`src/hdl/bet_pkg.sv`:
```
// ----------------------------------------------------------------------------
// bet_pkg
// Shared widths, constants, request types and the sequencer states of the
// binomial expansion block.
// ----------------------------------------------------------------------------
package bet_pkg;

    localparam int BASE_W   = 16;
    localparam int EXP_W    = 6;
    localparam int VALUE_W  = 64;
    localparam int FACT_W   = 16;
    localparam int PROD_W   = VALUE_W + FACT_W;
    localparam int DIVD_W   = 70;
    localparam int DVSR_W   = EXP_W + 1;
    localparam int MCNT_W   = $clog2(FACT_W + 1);
    localparam int DCNT_W   = $clog2(DIVD_W + 1);

    localparam logic [EXP_W-1:0]   MAX_EXPONENT = 6'd63;
    localparam logic [VALUE_W-1:0] TWO_POW_63   = {1'b1, {(VALUE_W-1){1'b0}}};

    typedef struct packed {
        logic               start;
        logic [VALUE_W-1:0] mcand;
        logic [FACT_W-1:0]  mplier;
    } mul_req_t;

    typedef struct packed {
        logic              done;
        logic [PROD_W-1:0] product;
    } mul_rsp_t;

    typedef struct packed {
        logic              start;
        logic [DIVD_W-1:0] dividend;
        logic [DVSR_W-1:0] divisor;
    } div_req_t;

    typedef struct packed {
        logic              done;
        logic [DIVD_W-1:0] quotient;
    } div_rsp_t;

    typedef enum logic [3:0] {
        ST_IDLE,
        ST_SETUP,
        ST_FA,
        ST_WA,
        ST_FB,
        ST_WB,
        ST_EMIT,
        ST_CM,
        ST_CW,
        ST_DW
    } state_t;

endpackage

```
`src/hdl/bet_in_if.sv`:
```
// ----------------------------------------------------------------------------
// bet_in_if
// Request channel: the two addends and the exponent.
// ----------------------------------------------------------------------------
interface bet_in_if
    import bet_pkg::*;
();
    logic                     valid;
    logic                     ready;
    logic signed [BASE_W-1:0] base_a;
    logic signed [BASE_W-1:0] base_b;
    logic [EXP_W-1:0]         exponent;

    modport source (output valid, output base_a, output base_b, output exponent,
                    input ready);
    modport sink (input valid, input base_a, input base_b, input exponent,
                  output ready);
endinterface

```
`src/hdl/bet_out_if.sv`:
```
// ----------------------------------------------------------------------------
// bet_out_if
// Term channel: index, wrapped value, overflow flag and end-of-run mark.
// ----------------------------------------------------------------------------
interface bet_out_if
    import bet_pkg::*;
();
    logic                      valid;
    logic                      ready;
    logic [EXP_W-1:0]          term_index;
    logic signed [VALUE_W-1:0] term_value;
    logic                      overflowed;
    logic                      last_term;

    modport source (output valid, output term_index, output term_value,
                    output overflowed, output last_term, input ready);
    modport sink (input valid, input term_index, input term_value,
                  input overflowed, input last_term, output ready);
endinterface

```
`src/hdl/bet_mul.sv`:
```
// ----------------------------------------------------------------------------
// bet_mul
// Bit-serial shift-and-add multiplier: one multiplier bit per cycle, giving
// the full product of a 64-bit magnitude and a 16-bit factor.
// ----------------------------------------------------------------------------
module bet_mul
    import bet_pkg::*;
(
    input  logic     clk,
    input  logic     rst_n,
    input  mul_req_t req,
    output mul_rsp_t rsp
);

    logic [PROD_W-1:0] mc_reg,  mc_next;
    logic [PROD_W-1:0] acc_reg, acc_next;
    logic [FACT_W-1:0] mp_reg,  mp_next;
    logic [MCNT_W-1:0] cnt_reg, cnt_next;
    logic              busy_reg, busy_next;
    logic              done_reg, done_next;

    always_comb
    begin
        mc_next   = mc_reg;
        acc_next  = acc_reg;
        mp_next   = mp_reg;
        cnt_next  = cnt_reg;
        busy_next = busy_reg;
        done_next = 1'b0;
        if (req.start)
        begin
            mc_next   = {{FACT_W{1'b0}}, req.mcand};
            acc_next  = '0;
            mp_next   = req.mplier;
            cnt_next  = MCNT_W'(FACT_W);
            busy_next = 1'b1;
        end
        else if (busy_reg)
        begin
            acc_next = mp_reg[0] ? acc_reg + mc_reg : acc_reg;
            mc_next  = {mc_reg[PROD_W-2:0], 1'b0};
            mp_next  = {1'b0, mp_reg[FACT_W-1:1]};
            cnt_next = cnt_reg - 1'b1;
            if (cnt_reg == MCNT_W'(1))
            begin
                busy_next = 1'b0;
                done_next = 1'b1;
            end
        end
    end

    always_ff @(posedge clk or negedge rst_n)
    begin
        if (!rst_n)
        begin
            busy_reg <= 1'b0;
            done_reg <= 1'b0;
            cnt_reg  <= '0;
        end
        else
        begin
            busy_reg <= busy_next;
            done_reg <= done_next;
            cnt_reg  <= cnt_next;
        end
    end

    always_ff @(posedge clk)
    begin
        mc_reg  <= mc_next;
        acc_reg <= acc_next;
        mp_reg  <= mp_next;
    end

    assign rsp.done    = done_reg;
    assign rsp.product = acc_reg;

endmodule

```
`src/hdl/bet_div.sv`:
```
// ----------------------------------------------------------------------------
// bet_div
// Restoring divider by a small divisor, one quotient bit per cycle.
// ----------------------------------------------------------------------------
module bet_div
    import bet_pkg::*;
(
    input  logic     clk,
    input  logic     rst_n,
    input  div_req_t req,
    output div_rsp_t rsp
);

    logic [DIVD_W-1:0] q_reg,    q_next;
    logic [DVSR_W-1:0] d_reg,    d_next;
    logic [DVSR_W-1:0] rem_reg,  rem_next;
    logic [DCNT_W-1:0] cnt_reg,  cnt_next;
    logic              busy_reg, busy_next;
    logic              done_reg, done_next;
    logic [DVSR_W:0]   trial;

    always_comb
    begin
        q_next    = q_reg;
        d_next    = d_reg;
        rem_next  = rem_reg;
        cnt_next  = cnt_reg;
        busy_next = busy_reg;
        done_next = 1'b0;
        trial     = {rem_reg, q_reg[DIVD_W-1]};
        if (req.start)
        begin
            q_next    = req.dividend;
            d_next    = req.divisor;
            rem_next  = '0;
            cnt_next  = DCNT_W'(DIVD_W);
            busy_next = 1'b1;
        end
        else if (busy_reg)
        begin
            if (trial >= {1'b0, d_reg})
            begin
                rem_next = DVSR_W'(trial - {1'b0, d_reg});
                q_next   = {q_reg[DIVD_W-2:0], 1'b1};
            end
            else
            begin
                rem_next = DVSR_W'(trial);
                q_next   = {q_reg[DIVD_W-2:0], 1'b0};
            end
            cnt_next = cnt_reg - 1'b1;
            if (cnt_reg == DCNT_W'(1))
            begin
                busy_next = 1'b0;
                done_next = 1'b1;
            end
        end
    end

    always_ff @(posedge clk or negedge rst_n)
    begin
        if (!rst_n)
        begin
            busy_reg <= 1'b0;
            done_reg <= 1'b0;
            cnt_reg  <= '0;
        end
        else
        begin
            busy_reg <= busy_next;
            done_reg <= done_next;
            cnt_reg  <= cnt_next;
        end
    end

    always_ff @(posedge clk)
    begin
        q_reg   <= q_next;
        d_reg   <= d_next;
        rem_reg <= rem_next;
    end

    assign rsp.done     = done_reg;
    assign rsp.quotient = q_reg;

endmodule

```
`src/hdl/binomial_expansion_terms.sv`:
```
// ----------------------------------------------------------------------------
// binomial_expansion_terms
// Emits the n+1 terms C(n,k)*a^(n-k)*b^k of (a+b)^n, wrapped to 64 bits, with
// an overflow flag and an end-of-run mark on each term.
// Each multiplication runs on the bit-serial multiplier, and the next binomial
// coefficient takes one such product followed by a division on the serial
// divider. One request is processed at a time. Reset returns the sequencer
// to idle and drops the output valid.
// ----------------------------------------------------------------------------
module binomial_expansion_terms
    import bet_pkg::*;
#(
    parameter logic [EXP_W-1:0] MAX_EXP = MAX_EXPONENT
)
(
    input  logic clk,
    input  logic rst_n,
    bet_in_if.sink    req,
    bet_out_if.source rsp
);

    state_t state_reg, state_next;

    logic [BASE_W-1:0]  a_mag_reg, a_mag_next;
    logic [BASE_W-1:0]  b_mag_reg, b_mag_next;
    logic               a_neg_reg, a_neg_next;
    logic               b_neg_reg, b_neg_next;
    logic [EXP_W-1:0]   n_reg, n_next;
    logic [EXP_W-1:0]   k_reg, k_next;
    logic [EXP_W-1:0]   cnt_reg, cnt_next;
    logic [VALUE_W-1:0] binom_reg, binom_next;
    logic [VALUE_W-1:0] mag_reg, mag_next;
    logic               big_reg, big_next;
    logic [EXP_W-1:0]   oidx_reg, oidx_next;
    logic [VALUE_W-1:0] oval_reg, oval_next;
    logic               oovf_reg, oovf_next;
    logic               olast_reg, olast_next;

    mul_req_t mreq;
    mul_rsp_t mrsp;
    div_req_t dreq;
    div_rsp_t drsp;

    logic [EXP_W-1:0] n_minus_k;
    logic             neg;
    logic             zero;
    logic             prod_big;
    logic             accept;

    assign n_minus_k = n_reg - k_reg;
    assign neg       = (a_neg_reg & n_minus_k[0]) ^ (b_neg_reg & k_reg[0]);
    assign zero      = ((n_minus_k != '0) && (a_mag_reg == '0))
                       || ((k_reg != '0) && (b_mag_reg == '0));
    assign prod_big  = (mrsp.product[PROD_W-1:VALUE_W] != '0)
                       || (mrsp.product[VALUE_W-1:0] > TWO_POW_63);
    assign accept    = req.valid && req.ready;

    bet_mul u_mul (.clk(clk), .rst_n(rst_n), .req(mreq), .rsp(mrsp));
    bet_div u_div (.clk(clk), .rst_n(rst_n), .req(dreq), .rsp(drsp));

    always_comb
    begin
        state_next = state_reg;
        case (state_reg)
            ST_IDLE:  if (req.valid) state_next = ST_SETUP;
            ST_SETUP: state_next = ST_FA;
            ST_FA:    state_next = (cnt_reg == '0) ? ST_FB : ST_WA;
            ST_WA:    if (mrsp.done) state_next = ST_FA;
            ST_FB:    state_next = (cnt_reg == '0) ? ST_EMIT : ST_WB;
            ST_WB:    if (mrsp.done) state_next = ST_FB;
            ST_EMIT:  if (rsp.ready) state_next = (k_reg == n_reg) ? ST_IDLE : ST_CM;
            ST_CM:    state_next = ST_CW;
            ST_CW:    if (mrsp.done) state_next = ST_DW;
            ST_DW:    if (drsp.done) state_next = ST_SETUP;
            default:  state_next = ST_IDLE;
        endcase
    end

    always_comb
    begin
        req.ready      = (state_reg == ST_IDLE);
        rsp.valid      = (state_reg == ST_EMIT);
        mreq.start     = 1'b0;
        mreq.mcand     = mag_reg;
        mreq.mplier    = a_mag_reg;
        dreq.start     = 1'b0;
        dreq.dividend  = mrsp.product[DIVD_W-1:0];
        dreq.divisor   = DVSR_W'(k_reg) + 1'b1;
        case (state_reg)
            ST_FA:   mreq.start = (cnt_reg != '0);
            ST_FB:
            begin
                mreq.start  = (cnt_reg != '0);
                mreq.mplier = b_mag_reg;
            end
            ST_CM:
            begin
                mreq.start  = 1'b1;
                mreq.mcand  = binom_reg;
                mreq.mplier = FACT_W'(n_minus_k);
            end
            ST_CW:   dreq.start = mrsp.done;
            default: ;
        endcase
    end

    always_comb
    begin
        a_mag_next = a_mag_reg;
        b_mag_next = b_mag_reg;
        a_neg_next = a_neg_reg;
        b_neg_next = b_neg_reg;
        n_next     = n_reg;
        k_next     = k_reg;
        cnt_next   = cnt_reg;
        binom_next = binom_reg;
        mag_next   = mag_reg;
        big_next   = big_reg;
        oidx_next  = oidx_reg;
        oval_next  = oval_reg;
        oovf_next  = oovf_reg;
        olast_next = olast_reg;
        case (state_reg)
            ST_IDLE:
            begin
                if (accept)
                begin
                    a_neg_next = req.base_a[BASE_W-1];
                    b_neg_next = req.base_b[BASE_W-1];
                    a_mag_next = req.base_a[BASE_W-1] ? -req.base_a : req.base_a;
                    b_mag_next = req.base_b[BASE_W-1] ? -req.base_b : req.base_b;
                    n_next     = (req.exponent > MAX_EXP) ? MAX_EXP : req.exponent;
                    k_next     = '0;
                    binom_next = VALUE_W'(1);
                end
            end
            ST_SETUP:
            begin
                mag_next = binom_reg;
                big_next = 1'b0;
                cnt_next = n_minus_k;
            end
            ST_FA:
            begin
                if (cnt_reg == '0)
                begin
                    cnt_next = k_reg;
                end
            end
            ST_WA, ST_WB:
            begin
                if (mrsp.done)
                begin
                    mag_next = mrsp.product[VALUE_W-1:0];
                    big_next = big_reg | prod_big;
                    cnt_next = cnt_reg - 1'b1;
                end
            end
            ST_FB:
            begin
                if (cnt_reg == '0)
                begin
                    oidx_next  = k_reg;
                    oval_next  = neg ? -mag_reg : mag_reg;
                    oovf_next  = !zero
                                 && (big_reg || (!neg && (mag_reg == TWO_POW_63)));
                    olast_next = (k_reg == n_reg);
                end
            end
            ST_DW:
            begin
                if (drsp.done)
                begin
                    binom_next = drsp.quotient[VALUE_W-1:0];
                    k_next     = k_reg + 1'b1;
                end
            end
            default: ;
        endcase
    end

    always_ff @(posedge clk or negedge rst_n)
    begin
        if (!rst_n)
        begin
            state_reg <= ST_IDLE;
        end
        else
        begin
            state_reg <= state_next;
        end
    end

    always_ff @(posedge clk)
    begin
        a_mag_reg <= a_mag_next;
        b_mag_reg <= b_mag_next;
        a_neg_reg <= a_neg_next;
        b_neg_reg <= b_neg_next;
        n_reg     <= n_next;
        k_reg     <= k_next;
        cnt_reg   <= cnt_next;
        binom_reg <= binom_next;
        mag_reg   <= mag_next;
        big_reg   <= big_next;
        oidx_reg  <= oidx_next;
        oval_reg  <= oval_next;
        oovf_reg  <= oovf_next;
        olast_reg <= olast_next;
    end

    assign rsp.term_index = oidx_reg;
    assign rsp.term_value = oval_reg;
    assign rsp.overflowed = oovf_reg;
    assign rsp.last_term  = olast_reg;

endmodule

```
`src/flat_wrapper.sv`:
```
// flat-port wrapper written by rule: the top's interface ports become plain ports
module binomial_expansion_terms_flat import bet_pkg::*;
#(
    parameter logic [EXP_W-1:0] MAX_EXP = MAX_EXPONENT
)
  (clk, rst_n, req_valid, req_base_a, req_base_b, req_exponent, req_ready, rsp_valid, rsp_term_index, rsp_term_value, rsp_overflowed, rsp_last_term, rsp_ready);
  bet_in_if req_i ();
  bet_out_if rsp_i ();
  input  logic clk;
  input  logic rst_n;
  input wire logic [$bits(req_i.valid)-1:0] req_valid;
  input wire logic [$bits(req_i.base_a)-1:0] req_base_a;
  input wire logic [$bits(req_i.base_b)-1:0] req_base_b;
  input wire logic [$bits(req_i.exponent)-1:0] req_exponent;
  output wire logic [$bits(req_i.ready)-1:0] req_ready;
  output wire logic [$bits(rsp_i.valid)-1:0] rsp_valid;
  output wire logic [$bits(rsp_i.term_index)-1:0] rsp_term_index;
  output wire logic [$bits(rsp_i.term_value)-1:0] rsp_term_value;
  output wire logic [$bits(rsp_i.overflowed)-1:0] rsp_overflowed;
  output wire logic [$bits(rsp_i.last_term)-1:0] rsp_last_term;
  input wire logic [$bits(rsp_i.ready)-1:0] rsp_ready;
  assign req_i.valid = req_valid;
  assign req_i.base_a = req_base_a;
  assign req_i.base_b = req_base_b;
  assign req_i.exponent = req_exponent;
  assign req_ready = req_i.ready;
  assign rsp_valid = rsp_i.valid;
  assign rsp_term_index = rsp_i.term_index;
  assign rsp_term_value = rsp_i.term_value;
  assign rsp_overflowed = rsp_i.overflowed;
  assign rsp_last_term = rsp_i.last_term;
  assign rsp_i.ready = rsp_ready;
  binomial_expansion_terms #(.MAX_EXP(MAX_EXP)) u_core (.clk(clk), .rst_n(rst_n), .req(req_i), .rsp(rsp_i));
endmodule
```
`config.mk`:
```
export PLATFORM = sky130hd
export DESIGN_NAME = binomial_expansion_terms_flat
export DESIGN_NICKNAME = d
export VERILOG_FILES = /design/src/hdl/bet_pkg.sv /design/src/hdl/bet_in_if.sv /design/src/hdl/bet_out_if.sv /design/src/hdl/bet_mul.sv /design/src/hdl/bet_div.sv /design/src/hdl/binomial_expansion_terms.sv /design/src/flat_wrapper.sv
export SDC_FILE = /design/constraint.sdc
export NUM_CORES = 1
export LEC_CHECK = 0
export ABC_AREA = 1
export BUFFER_PORTS_ARGS = -buffer_cell sky130_fd_sc_hd__buf_2
export CORE_ASPECT_RATIO = 2
export CORE_UTILIZATION = 60
export CTS_CLUSTER_SIZE = 25
export DETAILED_ROUTE_END_ITERATION = 7
export GPL_ROUTABILITY_DRIVEN = 0
export PLACE_DENSITY = 0.81
export SYNTH_ARGS = -nofsm -noshare
export SYNTH_HDL_FRONTEND = slang
export SYNTH_SLANG_ARGS = --single-unit
```
`constraint.sdc`:
```
create_clock -name clk -period 9.16 [get_ports clk]
set_input_delay 0.458 -clock clk [delete_from_list [all_inputs] [get_ports clk]]
set_output_delay 0.458 -clock clk [all_outputs]
set_load 0.05 [all_outputs]
```
==> metrics.yaml, run 1 <==
fin_crit_sh_pct: 43.6
synth_edf_count: 410
grt_overflow: 0
crit_type: "reg2reg"
internal-power_uw: 7130
fin_skew_ns: 0.0351
antenna_found_initial: 3
initial_core_util_pct: 60.6
arrival_ns: 4.46
comb_power_share_pct: 53.1
synthCells: 4196
p_clk_share_pct: 14.8
grt_max_degree: 148
synth-seq-area-share_pct: 46.8
synth_flop_cell: "edfxtp_1"
seqCellArea_mm2: 0.0149
switching_share_pct: 49.7
final_common_cell: "nand2_1"
worst_pin_slew_ns: 1.15
postCtsSetupBuffers: 0
cts-root-buf: "clkbuf_16"
final_nets: 4402
io_pins: 116
clock_latency_ns: 0.63
die_x_um: 165
met2_usage_pct: 63.4
slew_violations: 0
hold_viol: 0
grt_pass1_vias: 27839
leakagePower_uw: 0.0159
use_met1_pct: 34.3
drc_errors: 0
ys_warn_count: 0
finalCriticalPeriod_ns: 4.00
required_ns: 9.62
grt_pass1_wl_mm: 145
use_met3_pct: 7.18
coreArea_mm2: 0.0524
post-place-ws_ns: 5.19
drv_cap: 0
p_sw_uw: 7040
hp-class: "in2reg"
cts_buffers: 46
drtAntennaViolNets: 0
wl_per_cell_um: 19.1
area_growth_pct: 8.34
p_seq_share_pct: 32.2
syn_area_per_cell_um2: 7.57
setup_viol: 0
yosys.cell_types.count: 51
rsz0062_at_grt: "false"
end_kind: "flop"
drive_gt1_share_pct: 5.75
die_y_um: 327
status: "complete, no violations"
fp.dieArea_mm2: 0.0539
syn_area_mm2: 0.0318
drt_iter0_markers: 2405
cts_hold_buf: 1
synth_fp_nets: 4342
finalWirelength_mm: 94.6
synth-xor-area-share_pct: 3.75
synth_top_family_by_area: "simple AND/OR/NAND/NOR gates"
design_area_mm2: 0.0344
multi_input_area_mm2: 0.0139
synth_seq_cells: 533
fillCellCount: 4489
path_cells: "nor2_1, nand2_1, nor2_4, inv_1, nand2_4, inv_1, nand2_1, o21ai_0"
setup_slack_ns: 5.16
synth.area.mux_share_pct: 0
path_clk_slew_ns: 0.07
cts_tree: "done"
synthArstFlopShare_pct: 3.75
hpwl_mm: 68.3
synthAdderAreaFrac_pct: 4.17
whs_ns: 0.0147
cts-resized-gates: 0
placed_area_mm2: 0.0328
num_rows: 119
clock-sinks: 533
slew_headroom_pct: 23.3
dr.pass1.iters: 6
h-tree-depth: 2
layout_common_cells: "1288 x nand2_1, 653 x inv_1, 548 x nor2_1"
clockBufferDepth: 3
peakVddDrop_mv: 0.363
grt.busiest_layer: "met2"
setup_tns_ns: 0
cpPeakStageDelay_ns: 0.98
cpMaxStageDelayCell: "nand2_4"
drt-vias-per-instance: 5.70
power_density_mw_per_mm2: 412
clock.fmax_ghz: 0.250
synthSimpleGateAreaFrac_pct: 27.2
critPathLaunchType: "flop"
port_buffers: 115
synth_compound_gate_area_share_pct: 8.38
cp_max_fo: 72
grt.total_usage_pct: 35.8
vias: 28258
routing by layer:
metal	share of wire, %	up-vias
met5	0.060	-
met4	10	6
met3	7.3	497
met2	51	1313
met1	32	12923
li1	-	13519
critical path, delay by kind of cell, from the launching register on:
kind / cells / cell delay (ns)
compound gates: 1 / 0.08
buf+inv: 2 / 0.94
flops: 1 / 0.48
simple gates: 5 / 2.31
cell usage after synthesis, drive strengths merged (4+ instances only):
library cell / instances / area (µm²)
and2: 6 / 37.5
nand4: 23 / 144
nor3b: 4 / 30.0
a31oi: 76 / 475
nor3: 43 / 246
nand3b: 8 / 60.1
nand2: 1295 / 4860
dfrtp: 20 / 500
o221ai: 6 / 52.6
clkbuf: 69 / 259
edfxtp: 410 / 12300
o211ai: 7 / 52.6
inv: 664 / 2490
nand3: 172 / 861
nor4: 42 / 263
o21ai: 207 / 1040
xor2: 109 / 955
xnor2: 27 / 236
nor2: 557 / 2130
o21bai: 13 / 97.6
dfxtp: 103 / 2060
a21oi: 156 / 788
ha: 101 / 1260
buf: 50 / 305
o31ai: 5 / 37.5
stage by stage:
stage	cells	power (µW)	utilization, %
floorplan	4196	9670	-
global placement	4871	11600	62.6
detailed placement	4871	11800	62.6
CTS	4957	13900	65.7
global route	4959	15100	65.7
finish	4960	14200	65.7
power by group through the flow:
stage / registers [µW] / logic [µW] / clock network (µW)
6_report: 4560 / 7520 / 2090
3_5_place_dp: 4550 / 7210 / 0
5_1_grt: 4610 / 8350 / 2180
2_1_floorplan: 4240 / 5430 / 0
4_1_cts: 4510 / 7250 / 2090
3_3_place_gp: 4530 / 7040 / 0
path summary, 6_finish.rpt:
check / start / cells after the start / to / slack [ns]
max reg2reg: u_core.state_reg[1]$_DFFE_PN0P_ / 8 / u_core.u_div.rem_reg[1]$_SDFFE_PP0P_ / 5.16
max: u_core.state_reg[1]$_DFFE_PN0P_ / 8 / u_core.u_div.rem_reg[1]$_SDFFE_PP0P_ / 5.16
min: req_exponent[5] / 1 / u_core.n_reg[5]$_SDFFCE_PN1P_ / 0.01
min in group asynchronous: rst_n / 2 / u_core.u_mul.cnt_reg[4]$_DFFE_PN0P_ / 0.42
max in group asynchronous: rst_n / 2 / u_core.u_mul.cnt_reg[0]$_DFFE_PN0P_ / 8.37
min reg2reg: u_core.u_div.rem_reg[5]$_SDFFE_PP0P_ / 2 / u_core.u_div.rem_reg[5]$_SDFFE_PP0P_ / 0.48
area by class of cell:
class / count / share of cell area (%)
tap: 665 / 2.42
multi-input combinational: 2877 / 40.4
timing repair buffer: 131 / 2.04
inverter: 667 / 7.29
clock buffer: 62 / 3.94
antenna: 2 / 0.0145
clock inverter: 23 / 0.727
sequential: 533 / 43.2
kinds of logic (layout without fill, tap and decap cells):
family                   Yosys count  in the layout
AND/OR/NAND/NOR                 2153           2153
buffers and inverters            786            883
flip-flops                       533            533
AO/OA/AOI/OAI                    484            484
XOR/XNOR                         136            136
adder cells (fa/ha/maj)          104            104
other                              0              2
No activity file was read; power rests on OpenSTA's default activity.
==> run 2, diff against run 1 <==
--- a/config.mk
+++ b/config.mk
@@ -8,11 +8,11 @@
 export ABC_AREA = 1
 export BUFFER_PORTS_ARGS = -buffer_cell sky130_fd_sc_hd__buf_2
 export CORE_ASPECT_RATIO = 2
-export CORE_UTILIZATION = 60
+export CORE_UTILIZATION = 57
 export CTS_CLUSTER_SIZE = 25
 export DETAILED_ROUTE_END_ITERATION = 7
 export GPL_ROUTABILITY_DRIVEN = 0
-export PLACE_DENSITY = 0.81
+export PLACE_DENSITY = 0.8
 export SYNTH_ARGS = -nofsm -noshare
 export SYNTH_HDL_FRONTEND = slang
 export SYNTH_SLANG_ARGS = --single-unit
==> constraint.sdc (replaced) <==
create_clock -name clk -period 3.6 [get_ports clk]
set_input_delay 0.18 -clock clk [delete_from_list [all_inputs] [get_ports clk]]
set_output_delay 0.18 -clock clk [all_outputs]
set_load 0.05 [all_outputs]
==> metrics.yaml, run 2 (synthesis results as in run 1) <==
drc_errors: 0
worst_pin_slew_ns: 1.05
initial_core_util_pct: 57.5
min_path_cells: 3
setup_slack_ns: 0.401
die_x_um: 169
switching_share_pct: 50.4
drt_iter0_markers: 2389
grt.total_usage_pct: 35.4
layout_common_cells: "1288 x nand2_1, 653 x inv_1, 548 x nor2_1"
cts-resized-gates: 0
p_seq_share_pct: 31.1
clock.fmax_ghz: 0.313
clock-sinks: 533
required_ns: 3.94
drive_gt1_share_pct: 5.99
arrival_ns: 3.54
leakagePower_uw: 0.0161
hp-class: "in2reg"
vias: 28653
fin_crit_sh_pct: 88.9
coreArea_mm2: 0.0553
hold_start: "req_base_b[3]"
r2r_setup_slack_ns: 0.40
grt_pass1_vias: 28267
finalWirelength_mm: 98.8
hold_end: "u_core.b_mag_reg[3]$_DFFE_PP_"
finalCriticalPeriod_ns: 3.20
path_clk_slew_ns: 0.08
hpwl_mm: 70.7
postCtsSetupBuffers: 0
antenna_found_initial: 4
post-place-ws_ns: 0.666
power_density_mw_per_mm2: 1060
h-tree-depth: 2
rsz0062_at_grt: "false"
port_buffers: 115
peakVddDrop_mv: 0.572
worstReg2RegStart: "u_core.mag_reg[0]$_DFFE_PP_"
rr_worst_depth: 12
end_kind: "flop"
slew_headroom_pct: 29.6
p_sw_uw: 18700
startpoint: "u_core.mag_reg[0]$_DFFE_PP_"
setup_viol: 0
cts-root-buf: "clkbuf_16"
p_clk_share_pct: 14.3
num_rows: 122
io_pins: 116
drt-vias-per-instance: 5.63
hold_viol: 0
internal-power_uw: 18400
slew_violations: 0
drv_cap: 0
critPathLaunchType: "flop"
final_nets: 4450
fp.dieArea_mm2: 0.0567
clock_latency_ns: 0.62
crit_type: "reg2reg"
cp_max_fo: 4
grt_overflow: 0
cts_hold_buf: 35
status: "complete, no violations"
die_y_um: 336
grt_pass1_wl_mm: 152
grt_max_degree: 140
drtAntennaViolNets: 0
r2r_end: "u_core.rsp.term_value[44]$_DFFE_PP_"
cts_tree: "done"
area_growth_pct: 10.4
fin_skew_ns: 0.0403
clockBufferDepth: 3
cts_buffers: 46
setup_tns_ns: 0
final_common_cell: "nand2_1"
wl_per_cell_um: 19.4
dr.pass1.iters: 8
comb_power_share_pct: 54.6
run 2: stage by stage:
stage	hold slack [ns]	power (µW)	util (%)	instance area [µm²]	instances
global route	0.0271	39300	63.5	35100	5088
floorplan	-0.116	24600	-	31800	4196
global placement	0.183	30100	60.0	33200	4965
detailed placement	0.191	30500	60.0	33200	4965
finish	0.0105	37000	63.5	35100	5088
CTS	0.00275	35800	63.5	35100	5086
run 2: worst max-delay path by stage:
stage / endpoint / slack [ns]
floorplan: u_core.u_mul.mc_reg[0]$_SDFFCE_PN0P_ / 0.19
global placement: u_core.rsp.term_value[44]$_DFFE_PP_ / 0.68
finish: u_core.rsp.term_value[44]$_DFFE_PP_ / 0.40
CTS: u_core.rsp.term_value[44]$_DFFE_PP_ / 0.62
detailed placement: u_core.rsp.term_value[44]$_DFFE_PP_ / 0.67
global route: u_core.rsp.term_value[44]$_DFFE_PP_ / 0.32
run 2: cell type report:
type,count,area [µm²]
Fill cell,4830,20200
Sequential cell,533,14900
Multi-Input combinational cell,2877,13900
Inverter,667,2510
Timing Repair Buffer,179,1290
Clock buffer,57,1220
Tap cell,744,931
Clock inverter,29,352
Antenna cell,2,5.00
run 2: critical path, stage by stage, from the launching register on:
cell	delay [ns]
edfxtp_1	0.53
inv_1	0.10
ha_1	0.17
inv_1	0.09
nor3_2	0.20
nand2_2	0.17
nor2_2	0.18
nand2_1	0.12
nor3_1	0.58
nand3_1	0.32
nand2_1	0.18
o21ai_0	0.12
xor2_1	0.17
run 2: power by group through the flow:
| stage | sequential (µW) | combinational, µW | clock (µW) |
|---|---|---|---|
| 2_1_floorplan | 10700 | 13800 | 0 |
| 3_3_place_gp | 11500 | 18700 | 0 |
| 5_1_grt | 11700 | 22200 | 5500 |
| 3_5_place_dp | 11500 | 19000 | 0 |
| 6_report | 11500 | 20200 | 5290 |
| 4_1_cts | 11400 | 19200 | 5280 |
run 2: routing by layer:
metal	routed length, µm	vias to the layer above	track usage [%]
li1	-	13627	-
met4	9980	2	31.9
met3	8450	509	8.46
met5	21	-	0
met1	31200	13126	33.8
met2	49100	1389	62.5
